<file path="config.mk">
export PLATFORM = sky130hd
export DESIGN_NAME = scancode_queue_break_preserving_flat
export DESIGN_NICKNAME = d
export VERILOG_FILES = /design/src/rtl/core/scq_pkg.sv /design/src/rtl/core/scq_intf.sv /design/src/rtl/core/scancode_queue_break_preserving.sv /design/src/rtl/core/scq_cell.sv /design/src/rtl/core/scq_cell_row.sv /design/src/flat_wrapper.sv
export SDC_FILE = /design/constraint.sdc
export NUM_CORES = 1
export LEC_CHECK = 0
export BUFFER_PORTS_ARGS = -buffer_cell sky130_fd_sc_hd__buf_4
export CORE_ASPECT_RATIO = 0.75
export CORE_MARGIN = 2
export CORE_UTILIZATION = 53
export CTS_CLUSTER_DIAMETER = 150
export DETAILED_ROUTE_END_ITERATION = 10
export PLACE_DENSITY_LB_ADDON = 0.3
export SYNTH_ARGS = -nofsm -noshare
export SYNTH_HDL_FRONTEND = slang
export SYNTH_HIERARCHICAL = 1
export SYNTH_SLANG_ARGS = --single-unit
</file>
<file path="constraint.sdc">
create_clock -name clk -period 8 [get_ports clk]
set_input_delay 0.8 -clock clk [delete_from_list [all_inputs] [get_ports clk]]
set_output_delay 0.8 -clock clk [all_outputs]
set_load 0.01 [all_outputs]
</file>
<file path="src/rtl/core/scq_pkg.sv">
`timescale 1ns / 1ps
package scq_pkg;

  // one queued key event
  typedef struct packed {
    logic [7:0] ascii;
    logic [7:0] code;
  } kbd_entry_t;

  // operation broadcast to every cell of the row
  typedef enum logic [1:0] {
    CELL_HOLD   = 2'd0,
    CELL_SHIFT  = 2'd1,
    CELL_ROT    = 2'd2,
    CELL_APPEND = 2'd3
  } cell_op_t;

  typedef struct packed {
    cell_op_t   op;
    kbd_entry_t din;
  } cell_ctrl_t;

  // item kinds
  localparam logic [1:0] KIND_PUSH    = 2'd0;
  localparam logic [1:0] KIND_CONSUME = 2'd1;
  localparam logic [1:0] KIND_POP     = 2'd2;

  // set 1 break flag
  localparam logic [7:0] BREAK_MASK = 8'h80;

  function automatic logic is_make(input kbd_entry_t e);
    return (e.code & BREAK_MASK) == 8'h00;
  endfunction

endpackage

</file>
<file path="src/rtl/core/scq_intf.sv">
`timescale 1ns / 1ps
// key event channel
interface scq_in_if;
  logic       valid;
  logic       ready;
  logic [1:0] kind;
  logic [7:0] key_ascii;
  logic [7:0] key_scancode;

  modport source (output valid, kind, key_ascii, key_scancode, input ready);
  modport sink   (input valid, kind, key_ascii, key_scancode, output ready);
endinterface

// status channel, one beat per event
interface scq_out_if #(parameter int CNT_W = 5);
  logic             valid;
  logic             ready;
  logic             irq_raise;
  logic             latch_valid;
  logic [7:0]       latch_ascii;
  logic [7:0]       latch_scancode;
  logic             make_pending;
  logic [7:0]       peek_ascii;
  logic [7:0]       peek_scancode;
  logic             popped_valid;
  logic [7:0]       popped_ascii;
  logic [7:0]       popped_scancode;
  logic             push_dropped;
  logic [CNT_W-1:0] queued_count;

  modport source (output valid, irq_raise, latch_valid, latch_ascii, latch_scancode,
                  make_pending, peek_ascii, peek_scancode, popped_valid, popped_ascii,
                  popped_scancode, push_dropped, queued_count, input ready);
  modport sink   (input valid, irq_raise, latch_valid, latch_ascii, latch_scancode,
                  make_pending, peek_ascii, peek_scancode, popped_valid, popped_ascii,
                  popped_scancode, push_dropped, queued_count, output ready);
endinterface

</file>
<file path="src/rtl/core/scancode_queue_break_preserving.sv">
`timescale 1ns / 1ps
// Sequence: an accepted event goes from ST_IDLE to ST_SCAN, which rotates every queued entry
// past the head and restores order, then to ST_DONE, which loads the result register; a break
// pushed into a full queue walks the whole row in ST_EVICT instead of ST_SCAN; a pop first
// takes latch entries in ST_POP until a make leaves the latch. Throughput: one event at a time,
// set by the walk that rotates every queued entry past the head to find the first make code.
// Reset: synchronous active low; empties latch and queue, no clearing pass needed.
module scancode_queue_break_preserving
  import scq_pkg::*;
#(
  parameter int unsigned RING_DEPTH = 16
) (
  input  logic         clk,
  input  logic         rst_n,
  scq_in_if.sink       in_ch,
  scq_out_if.source    out_ch
);

  localparam int unsigned CntW = $clog2(RING_DEPTH + 1);
  localparam logic [CntW-1:0] DepthCnt = CntW'(RING_DEPTH);

  typedef enum logic [4:0] {
    ST_IDLE  = 5'b00001,
    ST_POP   = 5'b00010,
    ST_SCAN  = 5'b00100,
    ST_EVICT = 5'b01000,
    ST_DONE  = 5'b10000
  } scq_state_t;

  scq_state_t      state_r, state_nxt;
  logic            latch_full_r, latch_full_nxt;
  kbd_entry_t      latch_r, latch_nxt;
  logic [CntW-1:0] count_r, count_nxt;
  logic [CntW-1:0] steps_r, steps_nxt;
  kbd_entry_t      push_r, push_nxt;
  logic            irq_r, irq_nxt;
  logic            drop_r, drop_nxt;
  logic            pop_valid_r, pop_valid_nxt;
  kbd_entry_t      pop_entry_r, pop_entry_nxt;
  logic            peek_found_r, peek_found_nxt;
  kbd_entry_t      peek_entry_r, peek_entry_nxt;
  logic            evicted_r, evicted_nxt;

  logic            out_valid_r, out_valid_nxt;
  logic            out_irq_r, out_lv_r, out_pend_r, out_popv_r, out_drop_r;
  kbd_entry_t      out_latch_r, out_peek_r, out_pop_r;
  logic [CntW-1:0] out_cnt_r;

  cell_ctrl_t      ctrl;
  logic            head_valid;
  kbd_entry_t      head_entry;
  kbd_entry_t      in_entry;
  logic            in_beat;
  logic            consume_req;
  logic            load_steps;
  logic            out_load;
  logic            latch_make;

  assign in_entry = '{ascii: in_ch.key_ascii, code: in_ch.key_scancode};
  assign in_beat  = in_ch.valid && in_ch.ready;
  assign in_ch.ready = (state_r == ST_IDLE);
  assign latch_make = latch_full_r && is_make(latch_r);

  scq_cell_row #(.DEPTH(RING_DEPTH)) u_row (
    .clk        (clk),
    .rst_n      (rst_n),
    .ctrl       (ctrl),
    .head_valid (head_valid),
    .head_entry (head_entry)
  );

  // sequencer
  always_comb begin
    state_nxt      = state_r;
    latch_full_nxt = latch_full_r;
    latch_nxt      = latch_r;
    count_nxt      = count_r;
    steps_nxt      = steps_r;
    push_nxt       = push_r;
    irq_nxt        = irq_r;
    drop_nxt       = drop_r;
    pop_valid_nxt  = pop_valid_r;
    pop_entry_nxt  = pop_entry_r;
    peek_found_nxt = peek_found_r;
    peek_entry_nxt = peek_entry_r;
    evicted_nxt    = evicted_r;
    ctrl.op        = CELL_HOLD;
    ctrl.din       = push_r;
    consume_req    = 1'b0;
    load_steps     = 1'b0;
    out_load       = 1'b0;

    unique case (state_r)
      ST_IDLE: begin
        if (in_beat) begin
          irq_nxt        = 1'b0;
          drop_nxt       = 1'b0;
          pop_valid_nxt  = 1'b0;
          pop_entry_nxt  = '0;
          peek_found_nxt = 1'b0;
          peek_entry_nxt = '0;
          evicted_nxt    = 1'b0;
          push_nxt       = in_entry;
          state_nxt      = ST_SCAN;
          load_steps     = 1'b1;
          priority if (in_ch.kind == KIND_PUSH) begin
            if (!latch_full_r) begin
              latch_nxt      = in_entry;
              latch_full_nxt = 1'b1;
              irq_nxt        = 1'b1;
            end else if (count_r != DepthCnt) begin
              ctrl.op   = CELL_APPEND;
              ctrl.din  = in_entry;
              count_nxt = count_r + 1'b1;
              irq_nxt   = 1'b1;
            end else if (!is_make(in_entry)) begin
              // full queue, break code: make room by dropping the oldest make
              state_nxt  = ST_EVICT;
              load_steps = 1'b0;
              steps_nxt  = DepthCnt;
            end else begin
              drop_nxt = 1'b1;
            end
          end else if (in_ch.kind == KIND_CONSUME) begin
            consume_req = 1'b1;
          end else if (in_ch.kind == KIND_POP) begin
            state_nxt  = ST_POP;
            load_steps = 1'b0;
          end else begin
            // unknown kind: status only
          end
        end
      end

      ST_POP: begin
        // one consume per cycle until a make code leaves the latch or the latch is empty
        if (!latch_full_r) begin
          state_nxt  = ST_SCAN;
          load_steps = 1'b1;
        end else begin
          consume_req = 1'b1;
          if (is_make(latch_r)) begin
            pop_valid_nxt = 1'b1;
            pop_entry_nxt = latch_r;
            state_nxt     = ST_SCAN;
            load_steps    = 1'b1;
          end
        end
      end

      ST_SCAN: begin
        // full rotation restores order; note the first make passing the head
        if (steps_r == '0) begin
          state_nxt = ST_DONE;
        end else begin
          ctrl.op   = CELL_ROT;
          steps_nxt = steps_r - 1'b1;
          if (!peek_found_r && head_valid && is_make(head_entry)) begin
            peek_found_nxt = 1'b1;
            peek_entry_nxt = head_entry;
          end
        end
      end

      ST_EVICT: begin
        if (steps_r == '0) begin
          if (evicted_r) begin
            ctrl.op   = CELL_APPEND;
            count_nxt = count_r + 1'b1;
            irq_nxt   = 1'b1;
          end else begin
            drop_nxt = 1'b1;
          end
          state_nxt = ST_DONE;
        end else begin
          steps_nxt = steps_r - 1'b1;
          if (!evicted_r && is_make(head_entry)) begin
            // drop the oldest make, everything behind closes up
            ctrl.op     = CELL_SHIFT;
            evicted_nxt = 1'b1;
            count_nxt   = count_r - 1'b1;
          end else begin
            ctrl.op = CELL_ROT;
            if (evicted_r && !peek_found_r && is_make(head_entry)) begin
              peek_found_nxt = 1'b1;
              peek_entry_nxt = head_entry;
            end
          end
        end
      end

      ST_DONE: begin
        if (!out_valid_r || out_ch.ready) begin
          out_load  = 1'b1;
          state_nxt = ST_IDLE;
        end
      end

      default: state_nxt = ST_IDLE;
    endcase

    // latch load from the queue head
    if (consume_req) begin
      if (count_r != '0) begin
        latch_nxt      = head_entry;
        latch_full_nxt = 1'b1;
        ctrl.op        = CELL_SHIFT;
        count_nxt      = count_r - 1'b1;
        irq_nxt        = 1'b1;
      end else begin
        latch_nxt      = '0;
        latch_full_nxt = 1'b0;
      end
    end

    if (load_steps) begin
      steps_nxt = count_nxt;
    end
  end

  // result register
  always_comb begin
    out_valid_nxt = out_valid_r && !out_ch.ready;
    if (out_load) begin
      out_valid_nxt = 1'b1;
    end
  end

  always_ff @(posedge clk) begin
    if (!rst_n) begin
      state_r      <= ST_IDLE;
      latch_full_r <= 1'b0;
      latch_r      <= '0;
      count_r      <= '0;
      out_valid_r  <= 1'b0;
    end else begin
      state_r      <= state_nxt;
      latch_full_r <= latch_full_nxt;
      latch_r      <= latch_nxt;
      count_r      <= count_nxt;
      out_valid_r  <= out_valid_nxt;
    end
  end

  always_ff @(posedge clk) begin
    steps_r      <= steps_nxt;
    push_r       <= push_nxt;
    irq_r        <= irq_nxt;
    drop_r       <= drop_nxt;
    pop_valid_r  <= pop_valid_nxt;
    pop_entry_r  <= pop_entry_nxt;
    peek_found_r <= peek_found_nxt;
    peek_entry_r <= peek_entry_nxt;
    evicted_r    <= evicted_nxt;
    if (out_load) begin
      out_irq_r   <= irq_r;
      out_lv_r    <= latch_full_r;
      out_latch_r <= latch_full_r ? latch_r : '0;
      out_pend_r  <= latch_make || peek_found_r;
      out_peek_r  <= latch_make ? latch_r : (peek_found_r ? peek_entry_r : '0);
      out_popv_r  <= pop_valid_r;
      out_pop_r   <= pop_valid_r ? pop_entry_r : '0;
      out_drop_r  <= drop_r;
      out_cnt_r   <= count_r;
    end
  end

  assign out_ch.valid           = out_valid_r;
  assign out_ch.irq_raise       = out_irq_r;
  assign out_ch.latch_valid     = out_lv_r;
  assign out_ch.latch_ascii     = out_latch_r.ascii;
  assign out_ch.latch_scancode  = out_latch_r.code;
  assign out_ch.make_pending    = out_pend_r;
  assign out_ch.peek_ascii      = out_peek_r.ascii;
  assign out_ch.peek_scancode   = out_peek_r.code;
  assign out_ch.popped_valid    = out_popv_r;
  assign out_ch.popped_ascii    = out_pop_r.ascii;
  assign out_ch.popped_scancode = out_pop_r.code;
  assign out_ch.push_dropped    = out_drop_r;
  assign out_ch.queued_count    = out_cnt_r;

endmodule

</file>
<file path="src/rtl/core/scq_cell.sv">
`timescale 1ns / 1ps
module scq_cell
  import scq_pkg::*;
(
  input  logic       clk,
  input  logic       rst_n,
  input  cell_ctrl_t ctrl,
  input  kbd_entry_t head_entry,
  input  logic       left_valid,
  input  logic       right_valid,
  input  kbd_entry_t right_entry,
  output logic       valid_o,
  output kbd_entry_t entry_o
);

  logic       valid_r, valid_nxt;
  kbd_entry_t entry_r, entry_nxt;

  // shift toward the head, rotate the head to the tail, or take an append
  always_comb begin
    valid_nxt = valid_r;
    entry_nxt = entry_r;
    unique case (ctrl.op)
      CELL_HOLD: ;
      CELL_SHIFT: begin
        valid_nxt = right_valid;
        entry_nxt = right_entry;
      end
      CELL_ROT: begin
        if (right_valid) begin
          entry_nxt = right_entry;
        end else if (valid_r) begin
          entry_nxt = head_entry; // tail cell takes the old head
        end
      end
      CELL_APPEND: begin
        if (!valid_r && left_valid) begin
          valid_nxt = 1'b1;
          entry_nxt = ctrl.din;
        end
      end
      default: ;
    endcase
  end

  always_ff @(posedge clk) begin
    if (!rst_n) begin
      valid_r <= 1'b0;
    end else begin
      valid_r <= valid_nxt;
    end
  end

  always_ff @(posedge clk) begin
    entry_r <= entry_nxt;
  end

  assign valid_o = valid_r;
  assign entry_o = entry_r;

endmodule

</file>
<file path="src/rtl/core/scq_cell_row.sv">
`timescale 1ns / 1ps
module scq_cell_row
  import scq_pkg::*;
#(
  parameter int unsigned DEPTH = 16
) (
  input  logic       clk,
  input  logic       rst_n,
  input  cell_ctrl_t ctrl,
  output logic       head_valid,
  output kbd_entry_t head_entry
);

  logic [DEPTH-1:0] cell_valid;
  kbd_entry_t       cell_entry [DEPTH];

  // cell 0 is the oldest entry; occupied cells stay packed toward it
  for (genvar i = 0; i < DEPTH; i++) begin : g_cell
    logic       lv;
    logic       rv;
    kbd_entry_t re;

    if (i == 0) begin : g_first
      assign lv = 1'b1;
    end else begin : g_mid_l
      assign lv = cell_valid[i-1];
    end

    if (i == DEPTH - 1) begin : g_last
      assign rv = 1'b0;
      assign re = '0;
    end else begin : g_mid_r
      assign rv = cell_valid[i+1];
      assign re = cell_entry[i+1];
    end

    scq_cell u_cell (
      .clk         (clk),
      .rst_n       (rst_n),
      .ctrl        (ctrl),
      .head_entry  (head_entry),
      .left_valid  (lv),
      .right_valid (rv),
      .right_entry (re),
      .valid_o     (cell_valid[i]),
      .entry_o     (cell_entry[i])
    );
  end

  assign head_valid = cell_valid[0];
  assign head_entry = cell_entry[0];

endmodule

</file>
<file path="src/flat_wrapper.sv">
// flat-port wrapper written by rule: the top's interface ports become plain ports
module scancode_queue_break_preserving_flat import scq_pkg::*;
#(
  parameter int unsigned RING_DEPTH = 16
)
  (clk, rst_n, in_ch_valid, in_ch_kind, in_ch_key_ascii, in_ch_key_scancode, in_ch_ready, out_ch_valid, out_ch_irq_raise, out_ch_latch_valid, out_ch_latch_ascii, out_ch_latch_scancode, out_ch_make_pending, out_ch_peek_ascii, out_ch_peek_scancode, out_ch_popped_valid, out_ch_popped_ascii, out_ch_popped_scancode, out_ch_push_dropped, out_ch_queued_count, out_ch_ready);
  scq_in_if in_ch_i ();
  scq_out_if #(.CNT_W(5)) out_ch_i ();
  input  logic clk;
  input  logic rst_n;
  input wire logic [$bits(in_ch_i.valid)-1:0] in_ch_valid;
  input wire logic [$bits(in_ch_i.kind)-1:0] in_ch_kind;
  input wire logic [$bits(in_ch_i.key_ascii)-1:0] in_ch_key_ascii;
  input wire logic [$bits(in_ch_i.key_scancode)-1:0] in_ch_key_scancode;
  output wire logic [$bits(in_ch_i.ready)-1:0] in_ch_ready;
  output wire logic [$bits(out_ch_i.valid)-1:0] out_ch_valid;
  output wire logic [$bits(out_ch_i.irq_raise)-1:0] out_ch_irq_raise;
  output wire logic [$bits(out_ch_i.latch_valid)-1:0] out_ch_latch_valid;
  output wire logic [$bits(out_ch_i.latch_ascii)-1:0] out_ch_latch_ascii;
  output wire logic [$bits(out_ch_i.latch_scancode)-1:0] out_ch_latch_scancode;
  output wire logic [$bits(out_ch_i.make_pending)-1:0] out_ch_make_pending;
  output wire logic [$bits(out_ch_i.peek_ascii)-1:0] out_ch_peek_ascii;
  output wire logic [$bits(out_ch_i.peek_scancode)-1:0] out_ch_peek_scancode;
  output wire logic [$bits(out_ch_i.popped_valid)-1:0] out_ch_popped_valid;
  output wire logic [$bits(out_ch_i.popped_ascii)-1:0] out_ch_popped_ascii;
  output wire logic [$bits(out_ch_i.popped_scancode)-1:0] out_ch_popped_scancode;
  output wire logic [$bits(out_ch_i.push_dropped)-1:0] out_ch_push_dropped;
  output wire logic [$bits(out_ch_i.queued_count)-1:0] out_ch_queued_count;
  input wire logic [$bits(out_ch_i.ready)-1:0] out_ch_ready;
  assign in_ch_i.valid = in_ch_valid;
  assign in_ch_i.kind = in_ch_kind;
  assign in_ch_i.key_ascii = in_ch_key_ascii;
  assign in_ch_i.key_scancode = in_ch_key_scancode;
  assign in_ch_ready = in_ch_i.ready;
  assign out_ch_valid = out_ch_i.valid;
  assign out_ch_irq_raise = out_ch_i.irq_raise;
  assign out_ch_latch_valid = out_ch_i.latch_valid;
  assign out_ch_latch_ascii = out_ch_i.latch_ascii;
  assign out_ch_latch_scancode = out_ch_i.latch_scancode;
  assign out_ch_make_pending = out_ch_i.make_pending;
  assign out_ch_peek_ascii = out_ch_i.peek_ascii;
  assign out_ch_peek_scancode = out_ch_i.peek_scancode;
  assign out_ch_popped_valid = out_ch_i.popped_valid;
  assign out_ch_popped_ascii = out_ch_i.popped_ascii;
  assign out_ch_popped_scancode = out_ch_i.popped_scancode;
  assign out_ch_push_dropped = out_ch_i.push_dropped;
  assign out_ch_queued_count = out_ch_i.queued_count;
  assign out_ch_i.ready = out_ch_ready;
  scancode_queue_break_preserving #(.RING_DEPTH(RING_DEPTH)) u_core (.clk(clk), .rst_n(rst_n), .in_ch(in_ch_i), .out_ch(out_ch_i));
endmodule
</file>
==> impl_metrics.csv <==
group,metric,value,unit
status,status,"complete, no violations",
timing,finalSetupViolCount,0,
global_routing,grt_pass1_vias,15300,
floorplan,fp-row-count,65,
finish,antenna_cells,0,
floorplan,coreArea,0.0420,mm2
logic_synthesis,async_flop_share,0,%
pwr,p_sw_share,23.8,%
worst_setup_path,cp-start-kind,"flop",
floorplan,initial_core_util,53.5,%
clocking,ctsResizeCount,0,
worst_setup_path,slowest_delay,0.96,ns
finish,area_growth,9.27,%
finish,nets,1938,
logic_synthesis,synth_warnings,6,
placement,post-place-ws,2.95,ns
global_routing,grt-ovfl-total,0,
finish,drive_above_1_share,24.1,%
worst_setup_path,reg2reg_setup_slack,2.67,ns
run,maxCapViolCount,0,
finish,final_util,58.5,%
pwr,clkPwrFrac,42.0,%
clocking,cts_hold_buf,0,
routing,viasPerCell,6.40,
logic_synthesis,postSynthCellCount,1866,
worst_setup_path,worstSetupPathType,"reg2reg",
timing,holdWs,0.436,ns
worst_setup_path,reg2reg_from,"u_core/state_r[1]",
worst_setup_path,worstPathRequired,8.28,ns
clocking,clk_latency,0.57,ns
timing,period_minus_slack,5.33,ns
timing,period_share,66.6,%
placement,gp_congestion,0.962,
worst_setup_path,crit_family,"simple AND/OR/NAND/NOR gates",
min_path,min_to,"u_core/push_r[8]",
clocking,post-cts-setup-buffer-count,0,
worst_setup_path,crit_chain,"nor3b_2 -> nand3_1 -> a21oi_4 -> or3_2 -> nand2_1 -> a21oi_1 -> a21oi_1 -> buf_4",
routing,wire_per_inst,23.8,um
global_routing,antenna_found_initial,1,
clocking,cts_sinks,416,
floorplan,io_pins,82,
routing,ant_nets,0,
timing,rsz0062_at_grt,"false",
min_path,min_path_cells,1,
clocking,path_clk_slew,0.06,ns
logic_synthesis,ys_ff_latch,416,
logic_synthesis,syn_area,0.0225,mm2
global_routing,grt_max_degree,81,
routing,drt_wl_total,59900,um
routing,drt_iter0_markers,1992,
pwr,p_per_area,203,mW/mm2
clocking,numCtsBuffers,42,
worst_setup_path,worstPathArrival,5.61,ns
pwr,p_sw,1.18,mW
logic_synthesis,syn_area_per_cell,12.0,um2
pwr,p_int,3.79,mW
floorplan,die_y,182,um
worst_setup_path,path_buf_inv,1,
worst_setup_path,crit_slowest_cell,"or3_2",
routing,drt_pass1_iterations,6,
timing,setup_tns,0,ns
logic_synthesis,ys_seq_area_share,53.6,%
logic_synthesis,synth_edf_count,371,
routing,remaining_drc_errors,0,
timing,hold_viol_final,0,
timing,worst_pin_slew,1.21,ns
worst_setup_path,r2r-end,"u_core/u_row/g_cell[1].u_cell/entry_o[12]",
worst_setup_path,crit_fanout,64,
timing,relSlewSlack,19.3,%
floorplan,die_w,242,um
global_routing,grt_pass1_wl,91900,um
clocking,clockBufferDepth,3,
placement,dp_hpwl,38300,um
pwr,power.total,4.98,mW
timing,setup_ws,2.67,ns
timing,fin_skew,0.0280,ns
floorplan,die_area,0.0440,mm2
timing,max_freq,188,MHz
logic_synthesis,ys.flop_type,"edfxtp_1",
pwr,power_frac_comb,8.2,%
worst_setup_path,critical_path.endpoint_type,"flop",
routing,num_vias,16100,
logic_synthesis,synth_cell_types,71,
pwr,p_leak,8.65,nW
global_routing,track_usage,26.7,%
pwr,power.share.sequential,49.8,%
worst_setup_path,rr_worst_depth,8,
min_path,worstHoldPathType,"in2reg",
worst_setup_path,cpMostUsedCell,"a21oi_1",
clocking,cts_root_buffer,"clkbuf_16",
clocking,h-tree-depth,2,
timing,drv_slew,0,
clocking,cts_tree,"yes",
placement,port_buffers,81,
min_path,min-delay-start,"in_ch_key_ascii[0]",
pwr,ir_worst_vdd,0.209,mV
-- synth_stat cells, drive strengths merged, types with 3 or more instances --
master	n	share of area (%)
nor3	10	0.22
a31oi	3	0.084
and2	52	1.5
a22oi	16	0.71
nand2b	21	0.59
inv	318	5.3
clkbuf	21	0.35
a21o	17	1.1
nand3	25	0.56
dfxtp	45	4.0
xor2	3	0.12
nor2	35	0.59
nor3b	3	0.12
or3	5	0.14
edfxtp	371	50
nor4	6	0.17
nand2	60	1.0
o221ai	3	0.12
o22ai	3	0.084
nor2b	4	0.11
or4	3	0.12
a21oi	320	8.3
buf	108	4.3
a211oi	18	0.80
o21ai	43	0.96
xnor2	3	0.12
ha	3	0.17
nand4	3	0.084
o31ai	19	0.66
o32ai	258	15
mux2	16	0.80
and3	17	0.47
-- layout make-up --
type / instances / area (um2)
inverters: 318 / 1190
well taps: 569 / 712
multi-input cells: 1020 / 8280
repair buffers: 115 / 863
clock inverters: 26 / 364
clock buffers: 49 / 1080
fillers: 3439 / 17400
flip-flops and latches: 416 / 12000
-- power groups by stage --
stage / logic (mW) / clock network, mW / registers, mW
after floorplan: 0.315 / 0 / 2.49
after global placement: 0.386 / 0 / 2.52
after detailed placement: 0.395 / 0 / 2.52
after CTS: 0.397 / 2.11 / 2.48
after global routing: 0.433 / 2.20 / 2.48
final: 0.407 / 2.09 / 2.48
-- per-layer routing --
metal | vias to the layer above | part of all wire [%] | wire length, um | global-route usage [%]
li1 | 7126 | - | - | -
met1 | 8012 | 43 | 26000 | 39.6
met2 | 854 | 44 | 26200 | 38.9
met3 | 103 | 11 | 6540 | 7.16
met4 | 0 | 2.0 | 1180 | 6.54
met5 | - | 0 | 0 | 0
-- logic make-up after synthesis --
logic type / after synthesis / synth area share, %
compound gates: 719 / 29.0
xor+xnor: 6 / 0.234
fa+ha+maj: 3 / 0.167
buf+inv: 447 / 9.97
flops: 416 / 53.6
mux: 17 / 0.847
other cells: 2 / 0.0334
simple gates: 256 / 6.15
-- cell usage in the layout, fill, tap and decap left out, types with 45 or more instances in the layout --
| master | n |
|---|---|
| edfxtp_1 | 371 |
| inv_1 | 318 |
| a21oi_1 | 255 |
| o32ai_2 | 161 |
| buf_4 | 115 |
| o32ai_1 | 97 |
| a21oi_2 | 64 |
| nand2_1 | 60 |
| and2_1 | 51 |
| dfxtp_1 | 45 |
-- registers in the layout, indices dropped and copies added, names as in the netlist, 8 cells and up --
name                                count
u_core/latch_r                         16
u_core/out_ch.latch_scancode            8
u_core/out_ch.popped_scancode           8
u_core/out_ch.latch_ascii               8
u_core/out_ch.peek_scancode             8
u_core/pop_entry_r                     16
u_core/u_row/g_cell.u_cell/valid_o     16
u_core/out_ch.popped_ascii              8
u_core/out_ch.peek_ascii                8
u_core/peek_entry_r                    16
u_core/push_r                          16
u_core/u_row/g_cell.u_cell/entry_o    256
-- worst register-to-register path: stages (launching register included) --
cell and delay [ns]:
dfxtp_1 0.43, nor3b_2 0.79, nand3_1 0.55, a21oi_4 0.82, or3_2 0.96, nand2_1 0.80
a21oi_1 0.40, a21oi_1 0.07, buf_4 0.22
-- per-stage QoR --
stage | instances | instance area [um2]
after floorplan | 1883 | 22500
after global placement | 2438 | 23100
after detailed placement | 2438 | 23100
after CTS | 2513 | 24500
after global routing | 2513 | 24500
final | 2513 | 24500
-- how the worst max path moves through the flow --
stage               cells after the start  slack, ns         startpoint                                    endpoint
floorplan                              10       1.03  u_core/steps_r[0]    u_core/u_row/g_cell[0].u_cell/entry_o[0]
global route                            8       2.28  u_core/state_r[4]   u_core/u_row/g_cell[1].u_cell/entry_o[11]
finish                                  8       2.67  u_core/state_r[1]   u_core/u_row/g_cell[1].u_cell/entry_o[12]
CTS                                     8       2.89  u_core/state_r[1]   u_core/u_row/g_cell[1].u_cell/entry_o[12]
detailed placement                      8       2.95  u_core/state_r[1]  u_core/u_row/g_cell[15].u_cell/entry_o[11]
global placement                        9       3.28        in_ch_valid  u_core/u_row/g_cell[15].u_cell/entry_o[13]
No activity file was read; power rests on OpenSTA's default activity.
